`src/hw/rtl/bsa_pkg.sv`:
```
`timescale 1ns / 1ps
// ----------------------------------------------------------------------------
// bsa_pkg
// shared widths, codes and controller/datapath types of the slot allocator
// ----------------------------------------------------------------------------
package bsa_pkg;

	localparam int CMD_W         = 3;
	localparam int IDX_W         = 10;
	localparam int CNT_W         = 11;
	localparam int STAT_W        = 2;
	localparam int WORD_W        = 32;
	localparam int WORD_SH       = $clog2(WORD_W);
	localparam int DEF_MAX_SLOTS = 1024;
	localparam int PADDR_W       = 3;
	localparam int PDATA_W       = 32;

	localparam logic [CNT_W-1:0] CAPACITY_RESET = CNT_W'(1024);

	localparam logic REG_CAPACITY = 1'b0;

	localparam logic [CMD_W-1:0] CMD_FIND      = 3'd0;
	localparam logic [CMD_W-1:0] CMD_MARK_USED = 3'd1;
	localparam logic [CMD_W-1:0] CMD_MARK_FREE = 3'd2;
	localparam logic [CMD_W-1:0] CMD_QUERY     = 3'd3;
	localparam logic [CMD_W-1:0] CMD_CLEAR     = 3'd4;

	localparam logic [STAT_W-1:0] ST_OK      = 2'd0;
	localparam logic [STAT_W-1:0] ST_INVALID = 2'd1;
	localparam logic [STAT_W-1:0] ST_FULL    = 2'd2;

	typedef enum logic [2:0] {
		S_IDLE,
		S_FIND_RD,
		S_FIND_CHK,
		S_SLOT_RD,
		S_SLOT_EXEC,
		S_MISC
	} state_t;

	typedef enum logic [1:0] {
		RD_ZERO,
		RD_NEXT,
		RD_SLOT
	} rd_sel_t;

	typedef enum logic [1:0] {
		RES_FULL,
		RES_FIND,
		RES_SLOT,
		RES_MISC
	} res_kind_t;

	typedef struct packed {
		logic      capture;
		logic      rd_en;
		rd_sel_t   rd_sel;
		logic      scan_clr;
		logic      scan_inc;
		logic      load;
		res_kind_t kind;
	} ctrl_cmd_t;

	typedef struct packed {
		logic [CMD_W-1:0] in_cmd;
		logic             full;
		logic             hit;
		logic             last;
	} ctrl_stat_t;

	typedef struct packed {
		logic [STAT_W-1:0] status;
		logic              found;
		logic [IDX_W-1:0]  free_slot;
		logic              slot_used;
		logic [CNT_W-1:0]  used_count;
	} result_t;

endpackage

```
`src/hw/rtl/bsa_controller.sv`:
```
`timescale 1ns / 1ps
// ----------------------------------------------------------------------------
// bsa_controller
// command sequencer: dispatch, word scan, read-modify-write and result handoff
// ----------------------------------------------------------------------------
module bsa_controller import bsa_pkg::*; (
	input  logic       clk,
	input  logic       arst_n,
	input  logic       in_valid,
	output logic       in_ready,
	output logic       out_valid,
	input  logic       out_ready,
	input  ctrl_stat_t st,
	output ctrl_cmd_t  ctl
);

	state_t state_q;
	state_t state_d;
	logic   out_valid_q;
	logic   out_free;

	assign out_free = !out_valid_q || out_ready;
	assign in_ready = (state_q == S_IDLE);

	always_ff @(posedge clk or negedge arst_n) begin
		if (!arst_n) begin
			state_q     <= S_IDLE;
			out_valid_q <= 1'b0;
		end else begin
			state_q <= state_d;
			if (ctl.load) begin
				out_valid_q <= 1'b1;
			end else if (out_ready) begin
				out_valid_q <= 1'b0;
			end
		end
	end

	always_comb begin
		state_d = state_q;
		ctl     = '{capture: 1'b0, rd_en: 1'b0, rd_sel: RD_ZERO, scan_clr: 1'b0,
			scan_inc: 1'b0, load: 1'b0, kind: RES_MISC};
		unique case (state_q)
			S_IDLE: begin
				if (in_valid) begin
					ctl.capture = 1'b1;
					if (st.in_cmd == CMD_FIND) begin
						state_d = S_FIND_RD;
					end else if ((st.in_cmd == CMD_MARK_USED) || (st.in_cmd == CMD_MARK_FREE)
						|| (st.in_cmd == CMD_QUERY)) begin
						state_d = S_SLOT_RD;
					end else begin
						state_d = S_MISC;
					end
				end
			end
			S_FIND_RD: begin
				if (st.full) begin
					ctl.kind = RES_FULL;
					if (out_free) begin
						ctl.load = 1'b1;
						state_d  = S_IDLE;
					end
				end else begin
					ctl.rd_en    = 1'b1;
					ctl.rd_sel   = RD_ZERO;
					ctl.scan_clr = 1'b1;
					state_d      = S_FIND_CHK;
				end
			end
			S_FIND_CHK: begin
				ctl.kind = RES_FIND;
				if (st.hit || st.last) begin
					if (out_free) begin
						ctl.load = 1'b1;
						state_d  = S_IDLE;
					end
				end else begin
					ctl.rd_en    = 1'b1;
					ctl.rd_sel   = RD_NEXT;
					ctl.scan_inc = 1'b1;
				end
			end
			S_SLOT_RD: begin
				ctl.rd_en  = 1'b1;
				ctl.rd_sel = RD_SLOT;
				state_d    = S_SLOT_EXEC;
			end
			S_SLOT_EXEC: begin
				ctl.kind = RES_SLOT;
				if (out_free) begin
					ctl.load = 1'b1;
					state_d  = S_IDLE;
				end
			end
			S_MISC: begin
				ctl.kind = RES_MISC;
				if (out_free) begin
					ctl.load = 1'b1;
					state_d  = S_IDLE;
				end
			end
			default: begin
				state_d = S_IDLE;
			end
		endcase
	end

	assign out_valid = out_valid_q;

	a_accept_leaves_idle: assert property (@(posedge clk) disable iff (!arst_n)
		(in_valid && in_ready) |=> (state_q != S_IDLE))
		else $error("accepted transaction did not start work");

	a_no_load_on_accept: assert property (@(posedge clk) disable iff (!arst_n)
		(in_valid && in_ready) |-> !ctl.load)
		else $error("result loaded in the cycle a transaction was accepted");

	a_load_needs_room: assert property (@(posedge clk) disable iff (!arst_n)
		ctl.load |-> (!out_valid_q || out_ready))
		else $error("result overwritten before it was taken");

	a_rose_after_load: assert property (@(posedge clk) disable iff (!arst_n)
		$rose(out_valid_q) |-> $past(ctl.load))
		else $error("result valid without a load");

	a_read_or_load: assert property (@(posedge clk) disable iff (!arst_n)
		ctl.rd_en |-> !ctl.load)
		else $error("memory read issued while a result is loaded");

endmodule
```
`config.mk`:
```
export PLATFORM = sky130hd
export DESIGN_NAME = bsa_controller
export DESIGN_NICKNAME = d
export VERILOG_FILES = /design/src/hw/rtl/bsa_pkg.sv /design/src/hw/rtl/bsa_controller.sv
export SDC_FILE = /design/constraint.sdc
export NUM_CORES = 1
export LEC_CHECK = 0
export BUFFER_PORTS_ARGS = -buffer_cell sky130_fd_sc_hd__buf_2
export CORE_AREA = 2 2 39 41
export CTS_CLUSTER_SIZE = 30
export DETAILED_ROUTE_END_ITERATION = 7
export DIE_AREA = 0 0 41 43
export HOLD_SLACK_MARGIN = 0.12
export SETUP_SLACK_MARGIN = 0.15
export SYNTH_ARGS = -nofsm -noshare
export SYNTH_HDL_FRONTEND = slang
export SYNTH_SLANG_ARGS = --single-unit
```
`constraint.sdc`:
```
create_clock -name clk -period 1.6 [get_ports clk]
set_input_delay 0.16 -clock clk [delete_from_list [all_inputs] [get_ports clk]]
set_output_delay 0.16 -clock clk [all_outputs]
set_load 0.05 [all_outputs]
```
# Word level (Yosys, flattened, before mapping)
# Index checks and enable logic that the tools add are counted.
# totals
input_bits	10
regBits	4
output_inout_bits	11
word_cells	43
# classes
mux	21
n_eq_ne	10
reduce_logical	10
# ops
operator	n
3-bit 2-to-1 mux	8
3-bit one-hot mux with 5 select lines	1
3-bit by 2-bit == test with 1-bit output, second input constant	4
3-bit one-hot mux with 4 select lines	1
1-bit 2-to-1 mux	9
3-bit one-hot mux with 3 select lines	1
3-bit by 1-bit == test with 1-bit output, second input constant	2
3-bit == test, second input constant	2
3-bit zero test	2
1-bit logical OR	4
4-bit 2-to-1 mux	1
2-bit != test, second input constant	2
2-bit AND reduction	1
2-bit nonzero test	1
2-bit OR reduction	1
1-bit zero test	1

# Depth between registers and ports, before layout
# Gate-level depths: netlist (run 1).
# logic_depth
ltp_word	7
depth_mapped	5
depth_no_buf	4

# Worst setup path before layout (run 1)
# No wires, ideal clock.
# synth_path
path_kind	register to output
startpoint	register state_q[1]
endpoint	output port ctl[7] (netlist bit)
t_required_ns	1.440
path_stages_with_launch	4
path_buffers	1
arrival_time_ns	2.243
path_slack_ns	-0.803
cell_sequence	dfrtp_1 buf_2 nor3_1 or3_1
# synth_lines
element	line_no	rtl
start: declaration	bsa_controller.sv:17	state_t state_q;
start signal: assignment	bsa_controller.sv:30	state_q <= state_d;
end: declaration	bsa_controller.sv:14	output ctrl_cmd_t ctl

==> results of run 1 <==
final timing paths:
| path | endpoint | from |
|---|---|---|
| max in group asynchronous | state_q[1] | arst_n |
| worst min-delay path | out_valid | arst_n |
| worst max-delay path | ctl[7] | state_q[1] |
| min in group clk | out_valid | out_ready |
| worst max register to register | state_q[0] | state_q[0] |
| worst min register to register | out_valid | out_valid |
power by group through the flow:
stage | Clock [mW] | Combinational [mW] | Sequential (mW)
2_1_floorplan | 0 | 0.789 | 0.251
3_3_place_gp | 0 | 0.996 | 0.227
3_5_place_dp | 0 | 0.996 | 0.230
4_1_cts | 0.131 | 1.36 | 0.223
5_1_grt | 0.138 | 1.55 | 0.231
6_report | 0.123 | 1.47 | 0.227
critical path: stages (launching register included):
cell     delay (ns)
dfrtp_2        0.44
nor3b_4        0.17
nand2_2        0.08
inv_2          0.04
or3_4          0.38
buf_8          0.16
per-layer routing:
layer / GRT usage (%) / vias to the layer above / routed length [µm]
li1: - / 234 / -
met3: 2.094 / 0 / 92
met1: 20.78 / 217 / 507
met2: 23.75 / 24 / 582
met5: 0 / - / 0
met4: 8.000 / 0 / 0
cells in the mapped netlist:
cell	instances	area, µm²
a2111oi_2	1	15.01
a211oi_2	1	12.51
a21oi_1	2	10.01
a221o_1	1	10.01
a221oi_1	1	8.760
a22oi_1	2	15.01
and2_1	3	18.77
and4bb_2	1	12.51
buf_2	1	5.000
buf_6	2	22.52
dfrtp_1	4	100.1
inv_1	2	7.510
inv_2	1	3.750
nand2_1	1	3.750
nand2_2	1	6.260
nand2b_1	5	31.28
nor2_1	2	7.510
nor2b_1	3	18.77
nor3_1	1	5.000
nor3_2	1	10.01
nor3b_1	1	7.510
nor3b_2	1	12.51
nor4b_1	1	8.760
o21ai_0	2	10.01
o21ba_2	1	10.01
o21bai_1	1	7.510
o32ai_1	1	8.760
or2_1	1	6.260
or3_1	1	6.260
flip-flops by register name (all words and copies together) (netlist names):
register and flops:
out_valid 1, state_q 3
cells in the final DEF (no fill, tap or decap), drive strengths merged, types with 3 or more instances in the layout:
| cell | instances |
|---|---|
| dfrtp | 4 |
| inv | 3 |
| and2 | 3 |
| nand2b | 5 |
| buf | 32 |
| nor2b | 3 |
| clkbuf | 3 |
cell type report:
class / instances / area, µm²
Clock buffer: 3 / 22.52
Fill cell: 122 / 576.8
Inverter: 3 / 11.26
Multi-Input combinational cell: 36 / 359.1
Sequential cell: 4 / 103.9
Tap cell: 16 / 20.02
Timing Repair Buffer: 33 / 290.3
logic make-up after synthesis:
group | Yosys count | share of synthesized area [%]
AOI/OAI and AO/OA | 13 | 26.79
buffers and inverters | 6 | 9.656
and+or+nand+nor | 23 | 38.63
DFF | 4 | 24.92
stage by stage:
step,power [mW],TNS (ns)
final,1.819,-0.05054
after global routing,1.921,-0.2488
after CTS,1.715,-0.08739
after detailed placement,1.226,0
after global placement,1.223,0
after floorplan,1.039,0
timing repair:
action,in CTS,in global routing
setup buffers,5,2
setup endpoints to repair,13,12
hold endpoints to repair,4,0
hold buffers,1,0
resized for setup,37,6
pin swaps,4,1
==> results.txt, run 1 <==
fmax -> 0.6059 GHz
sequential share of power -> 12.5%
worst-path maximum fanout -> 4
Layout Nets -> 91
largest net degree at the start of global routing -> 9
Slew Limit Fails -> 0
first-pass GRT wire length -> 1890 µm
post-place instance area -> 559.3 µm²
Syn Std Cell Area -> 401.6 µm²
Layout Utilization -> 58.32%
Hold WC Path Type -> in2async
WP data required -> 1.44 ns
Min Hold Slack -> 0.2569 ns
switching share of power -> 49.14%
vias in the first global route -> 452
PnR worst setup slack -> -0.05054 ns
part of the cycle the worst path needs -> 103.2%
Rows -> 14
Num CTS Buffers -> 3
Clock Skew -> 0.001236 ns
FF+latch count, synth -> 4
net count after synthesis -> 56
gr usage total -> 15.71%
synthesis-to-finish area growth -> 100.9%
VDD IR max -> 1.051 mV
Fin. Hold Viols -> 0
antenna diode count -> 0
Placement Setup Slack -> 0.09066 ns
static leakage -> 0.3695 nW
H-tree levels -> 1
Detailed Routing Iterations Pass 1 -> 4
post-synthesis sequential area ratio -> 24.92%
DR iter-0 viols -> 7
RSZ-0062 raised after global routing -> true
fin area -> 807.0 µm²
Non-Filler Instances -> 95
combinational share of power -> 80.8%
status -> finished with violations
share of cells above drive strength 1 -> 74.68%
Ys Warns -> 0
Total Wirelength -> 1182 µm
Sw Pwr -> 0.8936 mW
die height -> 43 µm
Cells after Synth -> 46
CTS tree -> done
Arrival @ worst endpoint -> 1.49 ns
clock tree buffer depth -> 2
antenna violations before repair -> 0
min cycle time layout -> 1.651 ns
Via density -> 5.000
FF-to-FF path depth -> 4
PwrDens -> 2254 nW/µm²
port bufs -> 20
Top Ports -> 21
max-cap violation count -> 0
DRC -> 0
Clk pin slew, worst setup/hold paths -> 0.04 ns
final setup violation count -> 1
drt wl/cell -> 12.44 µm
relative slew slack -> 79.54%
Synth cell types -> 29
r2r setup slk -> 0.15 ns
Final ANT Viol Nets -> 0
internal power -> 0.9250 mW
worst-skew pair later-pin latency -> 0.23 ns
grt total ovfl -> 0
Clock Sinks -> 4
clock power share -> 6.8%
failing checks -> setup timing
Avg Cell Area, Syn -> 8.731 µm²
Die X -> 41 µm
WS Path Type -> reg2out
CTS root buffer -> clkbuf_4
CP startpoint kind -> flip-flop
Final HPWL DP -> 788.9 µm
die area -> 1763 µm²
placed cells -> 84
CP endpoint kind -> output pin
measured slew at the worst slew-check pin -> 0.3058 ns
CORE AREA -> 1384 µm²
RePlAce Congestion -> 0.7780
total number of vias -> 475
Starting Density -> 29.02%
Power figures use the tool's default switching activity.
==> run 2, diff against run 1 <==
--- a/config.mk
+++ b/config.mk
@@ -5,6 +5,7 @@
 export SDC_FILE = /design/constraint.sdc
 export NUM_CORES = 1
 export LEC_CHECK = 0
+export ABC_AREA = 1
 export BUFFER_PORTS_ARGS = -buffer_cell sky130_fd_sc_hd__buf_2
 export CORE_AREA = 2 2 39 41
 export CTS_CLUSTER_SIZE = 30
==> run 2 against run 1 <==
The run now ends clean. Die area unchanged. Wire length rose by 0.76%. Worst hold slack worse by 0.055 ns. Register-to-register slack improved by 0.14 ns. Sequential power decreased by 5%. Flip-flop and latch count is the same. Global-route usage is 1.3 points lower. Fmax up 9.2%. Sequential share of layout area grew 1.7 points. Combinational power is 9.5% lower. Clock-buffer cell count up 1. Utilization shrank 6.7 points. Critical path type unchanged. Largest cell class unchanged. Highest routed layer is now met4.
==> results.txt, run 2 <==
Total Wirelength -> 1191 µm (was 1182 µm)
clock power share -> 8.1% (was 6.8%)
static leakage -> 0.4128 nW (was 0.3695 nW)
RSZ-0062 raised after global routing -> true (unchanged)
Slew Limit Fails -> 0 (unchanged)
switching share of power -> 56.60% (was 49.14%)
Min Hold Slack -> 0.2021 ns (was 0.2569 ns)
largest net degree at the start of global routing -> 8 (was 9)
internal power -> 0.7319 mW (was 0.9250 mW)
Clock Sinks -> 4 (unchanged)
DR iter-0 viols -> 12 (was 7)
CP startpoint kind -> flip-flop (unchanged)
PnR worst setup slack -> 0.08890 ns (was -0.05054 ns)
share of cells above drive strength 1 -> 57.29% (was 74.68%)
net count after synthesis -> 73 (was 56)
CTS tree -> done (unchanged)
vias in the first global route -> 479 (was 452)
VDD IR max -> 0.8332 mV (was 1.051 mV)
Num CTS Buffers -> 3 (unchanged)
Sw Pwr -> 0.9544 mW (was 0.8936 mW)
Final ANT Viol Nets -> 0 (unchanged)
Synth area leader -> dfrtp_1 (unchanged)
post-synth top area share -> 26.85% (was 24.92%)
CTS root buffer -> clkbuf_4 (unchanged)
fmax -> 0.6618 GHz (was 0.6059 GHz)
Arrival @ worst endpoint -> 1.35 ns (was 1.49 ns)
die area -> 1763 µm² (unchanged)
Layout Utilization -> 51.63% (was 58.32%)
PwrDens -> 2360 nW/µm² (was 2254 nW/µm²)
CORE AREA -> 1384 µm² (unchanged)
placed cells -> 99 (was 84)
gr usage total -> 14.40% (was 15.71%)
WHS Endpoint -> state_q[2]
Hold Startpoint -> st[5]
Rows -> 14 (unchanged)
Reg-to-Reg End -> state_q[1] (was state_q[0])
commonest cells after routing, fill and taps aside -> nand2_1 (11), buf_2 (11), inv_1 (9), buf_4 (9), nor2_1 (7) (was buf_2 (10), buf_4 (10), buf_6 (8))
number of flops mapped to enable cells by yosys -> 0 (unchanged)
final setup violation count -> 0 (was 1)
post-synthesis async set-or-reset flop share -> 100.0% (unchanged)
Via density -> 4.670 (was 5.000)
total power -> 1.686 mW (was 1.819 mW)
Layout Nets -> 107 (was 91)
cell count of the worst hold path -> 3
die height -> 43 µm (unchanged)
Synth cell types -> 14 (was 29)
H-tree levels -> 1 (unchanged)
Placement Setup Slack -> 0.1947 ns (was 0.09066 ns)
grt total ovfl -> 0 (unchanged)
measured slew at the worst slew-check pin -> 0.2472 ns (was 0.3058 ns)
Fin. Hold Viols -> 0 (unchanged)
Largest Register -> state_q (unchanged)
Detailed Routing Iterations Pass 1 -> 4 (unchanged)
worst-skew pair later-pin latency -> 0.24 ns (was 0.23 ns)
port bufs -> 20 (unchanged)
top-count cell post-synth -> nand2_1 (was nand2b_1)
Die X -> 41 µm (unchanged)
FF-to-FF path depth -> 9 (was 4)
synth top area cells -> dfrtp_1 (27%), nand3_1 (12%), nand2_1 (12%) (was dfrtp_1 (25%), nand2b_1 (7.8%), buf_6 (5.6%))
post-synthesis sequential area ratio -> 26.85% (was 24.92%)
Top Ports -> 21 (unchanged)
WS Path Type -> reg2out (unchanged)
first-pass GRT wire length -> 1738 µm (was 1890 µm)
status -> finished, final reports clean (was finished with violations)
post-place instance area -> 505.5 µm² (was 559.3 µm²)
max reg flops -> 3 (unchanged)
Clk pin slew, worst setup/hold paths -> 0.04 ns (about the same)
Final HPWL DP -> 777.7 µm (was 788.9 µm)
max-cap violation count -> 0 (unchanged)
FF+latch count, synth -> 4 (unchanged)
synthesis-to-finish area growth -> 91.61% (was 100.9%)
RePlAce Congestion -> 0.7587 (was 0.7780)
Starting Density -> 26.94% (was 29.02%)
sequential share of power -> 12.8% (was 12.5%)
DRC -> 0 (unchanged)
Cells after Synth -> 63 (was 46)
relative slew slack -> 83.64% (was 79.54%)
combinational share of power -> 79.1% (was 80.8%)
antenna diode count -> 0 (unchanged)
antenna violations before repair -> 0 (unchanged)
Non-Filler Instances -> 112 (was 95)
# fillers -> 139 (was 122)
Hold WC Path Type -> in2reg (was in2async)
Avg Cell Area, Syn -> 5.918 µm² (was 8.731 µm²)
total number of vias -> 523 (was 475)
Post-synth top cells -> nand2_1 (12), inv_1 (10), nor2_1 (10) (was nand2b_1 (5), dfrtp_1 (4), and2_1 (3), nor2b_1 (3))
part of the cycle the worst path needs -> 94.44% (was 103.2%)
drt wl/cell -> 10.63 µm (was 12.44 µm)
clock tree buffer depth -> 2 (unchanged)
setup TNS -> 0 ns (was -0.05054 ns)
dominant synthesized flop cell -> dfrtp_1 (unchanged)
RR Startpoint -> state_q[1] (was state_q[0])
Clock Skew -> 0.003830 ns (was 0.001236 ns)
CP endpoint kind -> output pin (unchanged)
Ys Warns -> 0 (unchanged)
r2r setup slk -> 0.29 ns (was 0.15 ns)
min cycle time layout -> 1.511 ns (was 1.651 ns)
worst-path maximum fanout -> 5 (was 4)
WP data required -> 1.44 ns (about the same)
Syn Std Cell Area -> 372.9 µm² (was 401.6 µm²)
fin area -> 714.4 µm² (was 807.0 µm²)
[run 2: cell count changes after synthesis, moves of 3 or more]
cell / previous run / this run
and2_1: 3 / 0
inv_1: 2 / 10
inv_2: 1 / 4
nand2_1: 1 / 12
nand2b_1: 5 / 0
nand3_1: 0 / 9
nor2_1: 2 / 10
nor2b_1: 3 / 0
[run 2: critical path: stages (launching register included)]
cell and delay (ns):
dfrtp_1 0.42, inv_2 0.13, nand2_2 0.09, nor2_4 0.16, nand2_4 0.08, nand3_2 0.09, buf_8 0.15
[run 2: logic make-up (layout without fill, tap and decap cells)]
family | count (synthesis) | in the layout | share of synthesized area, %
buffers and inverters | 14 | 47 | 14.09
AOI/OAI and AO/OA | 4 | 4 | 5.369
DFF | 4 | 4 | 26.85
and+or+nand+nor | 41 | 41 | 53.69
[run 2: worst max path at each step]
stage / startpoint / to / slack, ns / depth (start not counted)
6_report: state_q[1] / ctl[7] / 0.09 / 6
5_1_grt: state_q[1] / ctl[8] / 0.01 / 6
4_1_cts: state_q[1] / ctl[7] / 0.11 / 6
3_5_place_dp: state_q[2] / ctl[2] / 0.19 / 6
3_3_place_gp: state_q[2] / ctl[2] / 0.19 / 6
2_1_floorplan: state_q[0] / ctl[8] / 0.13 / 5
[run 2: final cells by class]
cell class	count	area (µm²)	share of cell area [%]
Multi-Input combinational cell	45	274.0	38.35
Timing Repair Buffer	29	230.2	32.22
Sequential cell	4	103.9	14.54
Inverter	14	60.06	8.406
Clock buffer	4	26.28	3.678
Tap cell	16	20.02	2.802
[run 2: power by group through the flow]
stage	logic (mW)	clock network (mW)	registers, mW
6_report	1.33	0.137	0.215
3_5_place_dp	0.938	0	0.211
2_1_floorplan	0.714	0	0.248
4_1_cts	1.20	0.143	0.198
5_1_grt	1.42	0.148	0.223
3_3_place_gp	0.934	0	0.209
[run 2: timing repair]
| action | CTS | global route |
|---|---|---|
| pin swaps | 1 | 5 |
| hold buffers | 1 | 0 |
| hold endpoints to repair | 4 | 0 |
| resized for setup | 17 | 21 |
| buffers inserted | 7 | 1 |
| setup endpoints to repair | 9 | 9 |
[run 2: per-layer routing]
| metal | GRT usage (%) | vias up | wire length, µm |
|---|---|---|---|
| li1 | - | 266 | - |
| met1 | 14.94 | 237 | 460 |
| met2 | 24.38 | 18 | 664 |
| met4 | 10.00 | 0 | 11 |
| met3 | 2.094 | 2 | 55 |
| met5 | 0 | - | 0 |
==> run 3, diff against run 2 <==
==> constraint.sdc (replaced) <==
create_clock -name clk -period 1.6 [get_ports clk]
set_input_delay 0.16 -clock clk [delete_from_list [all_inputs] [get_ports clk]]
set_output_delay 0.16 -clock clk [all_outputs]
set_load 0.02 [all_outputs]
==> run 3 against run 2 <==
Global-route usage grew 1.2 points. Worst hold slack about the same. Critical path depth unchanged. Clock power fell by 12%. Worst setup slack improved by 0.051 ns. Fmax increased by 3.5%. Clock-buffer cell count decreased by 1. Via count grew 7.3%. Non-clock buffer count is 5 higher. Cell area down 0.18%. Power decreased by 17%. Highest routed layer unchanged. Utilization down 0.090 points.
==> results.txt, run 3 (synthesis gave the netlist of run 2 again) <==
status -> finished, final reports clean (unchanged)
VDD IR max -> 0.6591 mV (was 0.8332 mV)
DRC -> 0 (unchanged)
WS Path Type -> reg2out (unchanged)
most common cell after layout, fill and taps aside -> buf_4
DR iter-0 viols -> 10 (was 12)
vias in the first global route -> 511 (was 479)
drt wl/cell -> 10.62 µm (was 10.63 µm)
Hold WC Path Type -> in2reg (unchanged)
CP endpoint kind -> output pin (unchanged)
Slew Limit Fails -> 0 (unchanged)
Top Usage Layer GRT -> met2 (unchanged)
Layout Nets -> 112 (was 107)
Critical Path Most Common Cell -> buf_6
RSZ-0062 raised after global routing -> true (unchanged)
CORE AREA -> 1384 µm² (unchanged)
Largest Register -> state_q (unchanged)
CP startpoint kind -> flip-flop (unchanged)
CTS tree -> done (unchanged)
WP data required -> 1.44 ns (about the same)
RePlAce Congestion -> 0.7347 (was 0.7587)
worst-skew pair later-pin latency -> 0.23 ns (was 0.24 ns)
Clock Skew -> 0.0004862 ns (was 0.003830 ns)
total number of vias -> 561 (was 523)
share of cells above drive strength 1 -> 57.00% (was 57.29%)
Starting Density -> 26.94% (unchanged)
part of the cycle the worst path needs -> 91.23% (was 94.44%)
static leakage -> 0.4305 nW (was 0.4128 nW)
crit path max-delay cell type -> dfrtp_1 (unchanged)
placed cells -> 99 (unchanged)
Via density -> 4.836 (was 4.670)
max-cap violation count -> 0 (unchanged)
Top Ports -> 21 (unchanged)
port bufs -> 20 (unchanged)
PwrDens -> 1963 nW/µm² (was 2360 nW/µm²)
antenna diode count -> 0 (unchanged)
clock tree buffer depth -> 2 (unchanged)
Detailed Routing Iterations Pass 1 -> 5 (was 4)
Fin. Hold Viols -> 0 (unchanged)
die area -> 1763 µm² (unchanged)
CTS root buffer -> clkbuf_4 (unchanged)
Die X -> 41 µm (unchanged)
met1 Resource Use GR -> 16.94% (was 14.94%)
first-pass GRT wire length -> 1869 µm (was 1738 µm)
antenna violations before repair -> 0 (unchanged)
fmax -> 0.6851 GHz (was 0.6618 GHz)
commonest cells after routing, fill and taps aside -> buf_4 (15), buf_2 (14), nand2_1 (11) (was nand2_1 (11), buf_2 (11), inv_1 (9), buf_4 (9), nor2_1 (7))
Final HPWL DP -> 747.3 µm (was 777.7 µm)
crit-path leading delay family -> flip-flops (was simple AND/OR/NAND/NOR gates)
grt total ovfl -> 0 (unchanged)
Arrival @ worst endpoint -> 1.30 ns (was 1.35 ns)
Num CTS Buffers -> 3 (unchanged)
final setup violation count -> 0 (unchanged)
Non-Filler Instances -> 116 (was 112)
Final ANT Viol Nets -> 0 (unchanged)
M3 GR Usage -> 2.094% (unchanged)
Clock Sinks -> 4 (unchanged)
crit-path max cell delay -> 0.42 ns (about the same)
Layout Utilization -> 51.54% (was 51.63%)
Rows -> 14 (unchanged)
total power -> 1.400 mW (was 1.686 mW)
Total Wirelength -> 1232 µm (was 1191 µm)
worst-path maximum fanout -> 3 (was 5)
measured slew at the worst slew-check pin -> 0.2785 ns (was 0.2472 ns)
relative slew slack -> 81.37% (was 83.64%)
crit path buf inv count -> 2 (unchanged)
gr usage total -> 15.63% (was 14.40%)
Clk pin slew, worst setup/hold paths -> 0.04 ns (about the same)
setup TNS -> 0 ns (unchanged)
max reg flops -> 3 (unchanged)
synthesis-to-finish area growth -> 91.27% (was 91.61%)
largest net degree at the start of global routing -> 8 (unchanged)
met2 GRT Util -> 25.00% (was 24.38%)
die height -> 43 µm (unchanged)
min cycle time layout -> 1.460 ns (was 1.511 ns)
critical path, cell by cell -> buf_6, nand3_2, nor3_2, nor2_2, nand2_1, buf_6 (was inv_2, nand2_2, nor2_4, nand2_4, nand3_2, buf_8)
H-tree levels -> 1 (unchanged)
run 3: cell types whose count changed in the layout (fill, tap and decap cells not counted), moves of 2 or more:
cell,delta
buf_2,+3
buf_4,+6
buf_6,-2
buf_8,-2
nor2_4,-2
run 3: what timing repair did:
item / 4_1_cts / 5_1_grt
cloned: 0 / 0
hold buffers: 1 / 0
hold endpoints to repair: 4 / 0
gates resized for setup: 18 / 8
pin swaps: 4 / 4
endpoints found under the setup margin: 5 / 9
buffers inserted: 12 / 1
run 3: path summary, 6_finish.rpt:
path,depth (start not counted),slack (ns),from,end
worst max-delay path,6,0.14,state_q[1],ctl[2]
worst min-delay path,3,0.20,st[5],state_q[2]
worst max register to register,9,0.31,state_q[1],state_q[1]
worst min register to register,2,0.67,out_valid,out_valid
max in group asynchronous,2,1.21,arst_n,state_q[0]
min in group asynchronous,2,0.26,arst_n,state_q[1]
run 3: power breakdown:
part	leakage (nW)	internal [mW]	switching, mW
registers	0.0481	0.150	0.0588
clock network	0.0138	0.0837	0.0377
logic	0.369	0.483	0.587
total	0.431	0.717	0.683
run 3: area by class of cell:
| class | count | area [µm²] |
|---|---|---|
| inverter | 14 | 60.06 |
| multi-input combinational | 45 | 270.3 |
| tap | 16 | 20.02 |
| timing repair buffer | 34 | 237.7 |
| sequential | 4 | 102.6 |
| fill | 146 | 670.6 |
| clock buffer | 3 | 22.52 |
run 3: worst register-to-register path, stage by stage, from the launching register on:
cell and delay (ns):
dfrtp_1 0.42, inv_2 0.09, nand2_2 0.11, nor2_4 0.05, buf_4 0.13, buf_4 0.13
nand2_1 0.05, nand3_1 0.09, nand2_1 0.07, nand2_1 0.04
run 3: routing by layer:
| layer | part of all wire (%) | vias to the layer above |
|---|---|---|
| li1 | - | 270 |
| met1 | 36 | 261 |
| met2 | 58 | 24 |
| met3 | 5.4 | 6 |
| met4 | 1.4 | 0 |
| met5 | 0 | - |
run 3: stage by stage:
stage	hold slack (ns)	area (µm²)	setup WS, ns
2_1_floorplan	-0.1356	372.9	0.3166
3_3_place_gp	-0.03344	493.0	0.3306
3_5_place_dp	-0.03038	493.0	0.2973
4_1_cts	0.1948	676.9	0.1422
5_1_grt	0.2274	713.2	0.08947
6_report	0.2018	713.2	0.1404
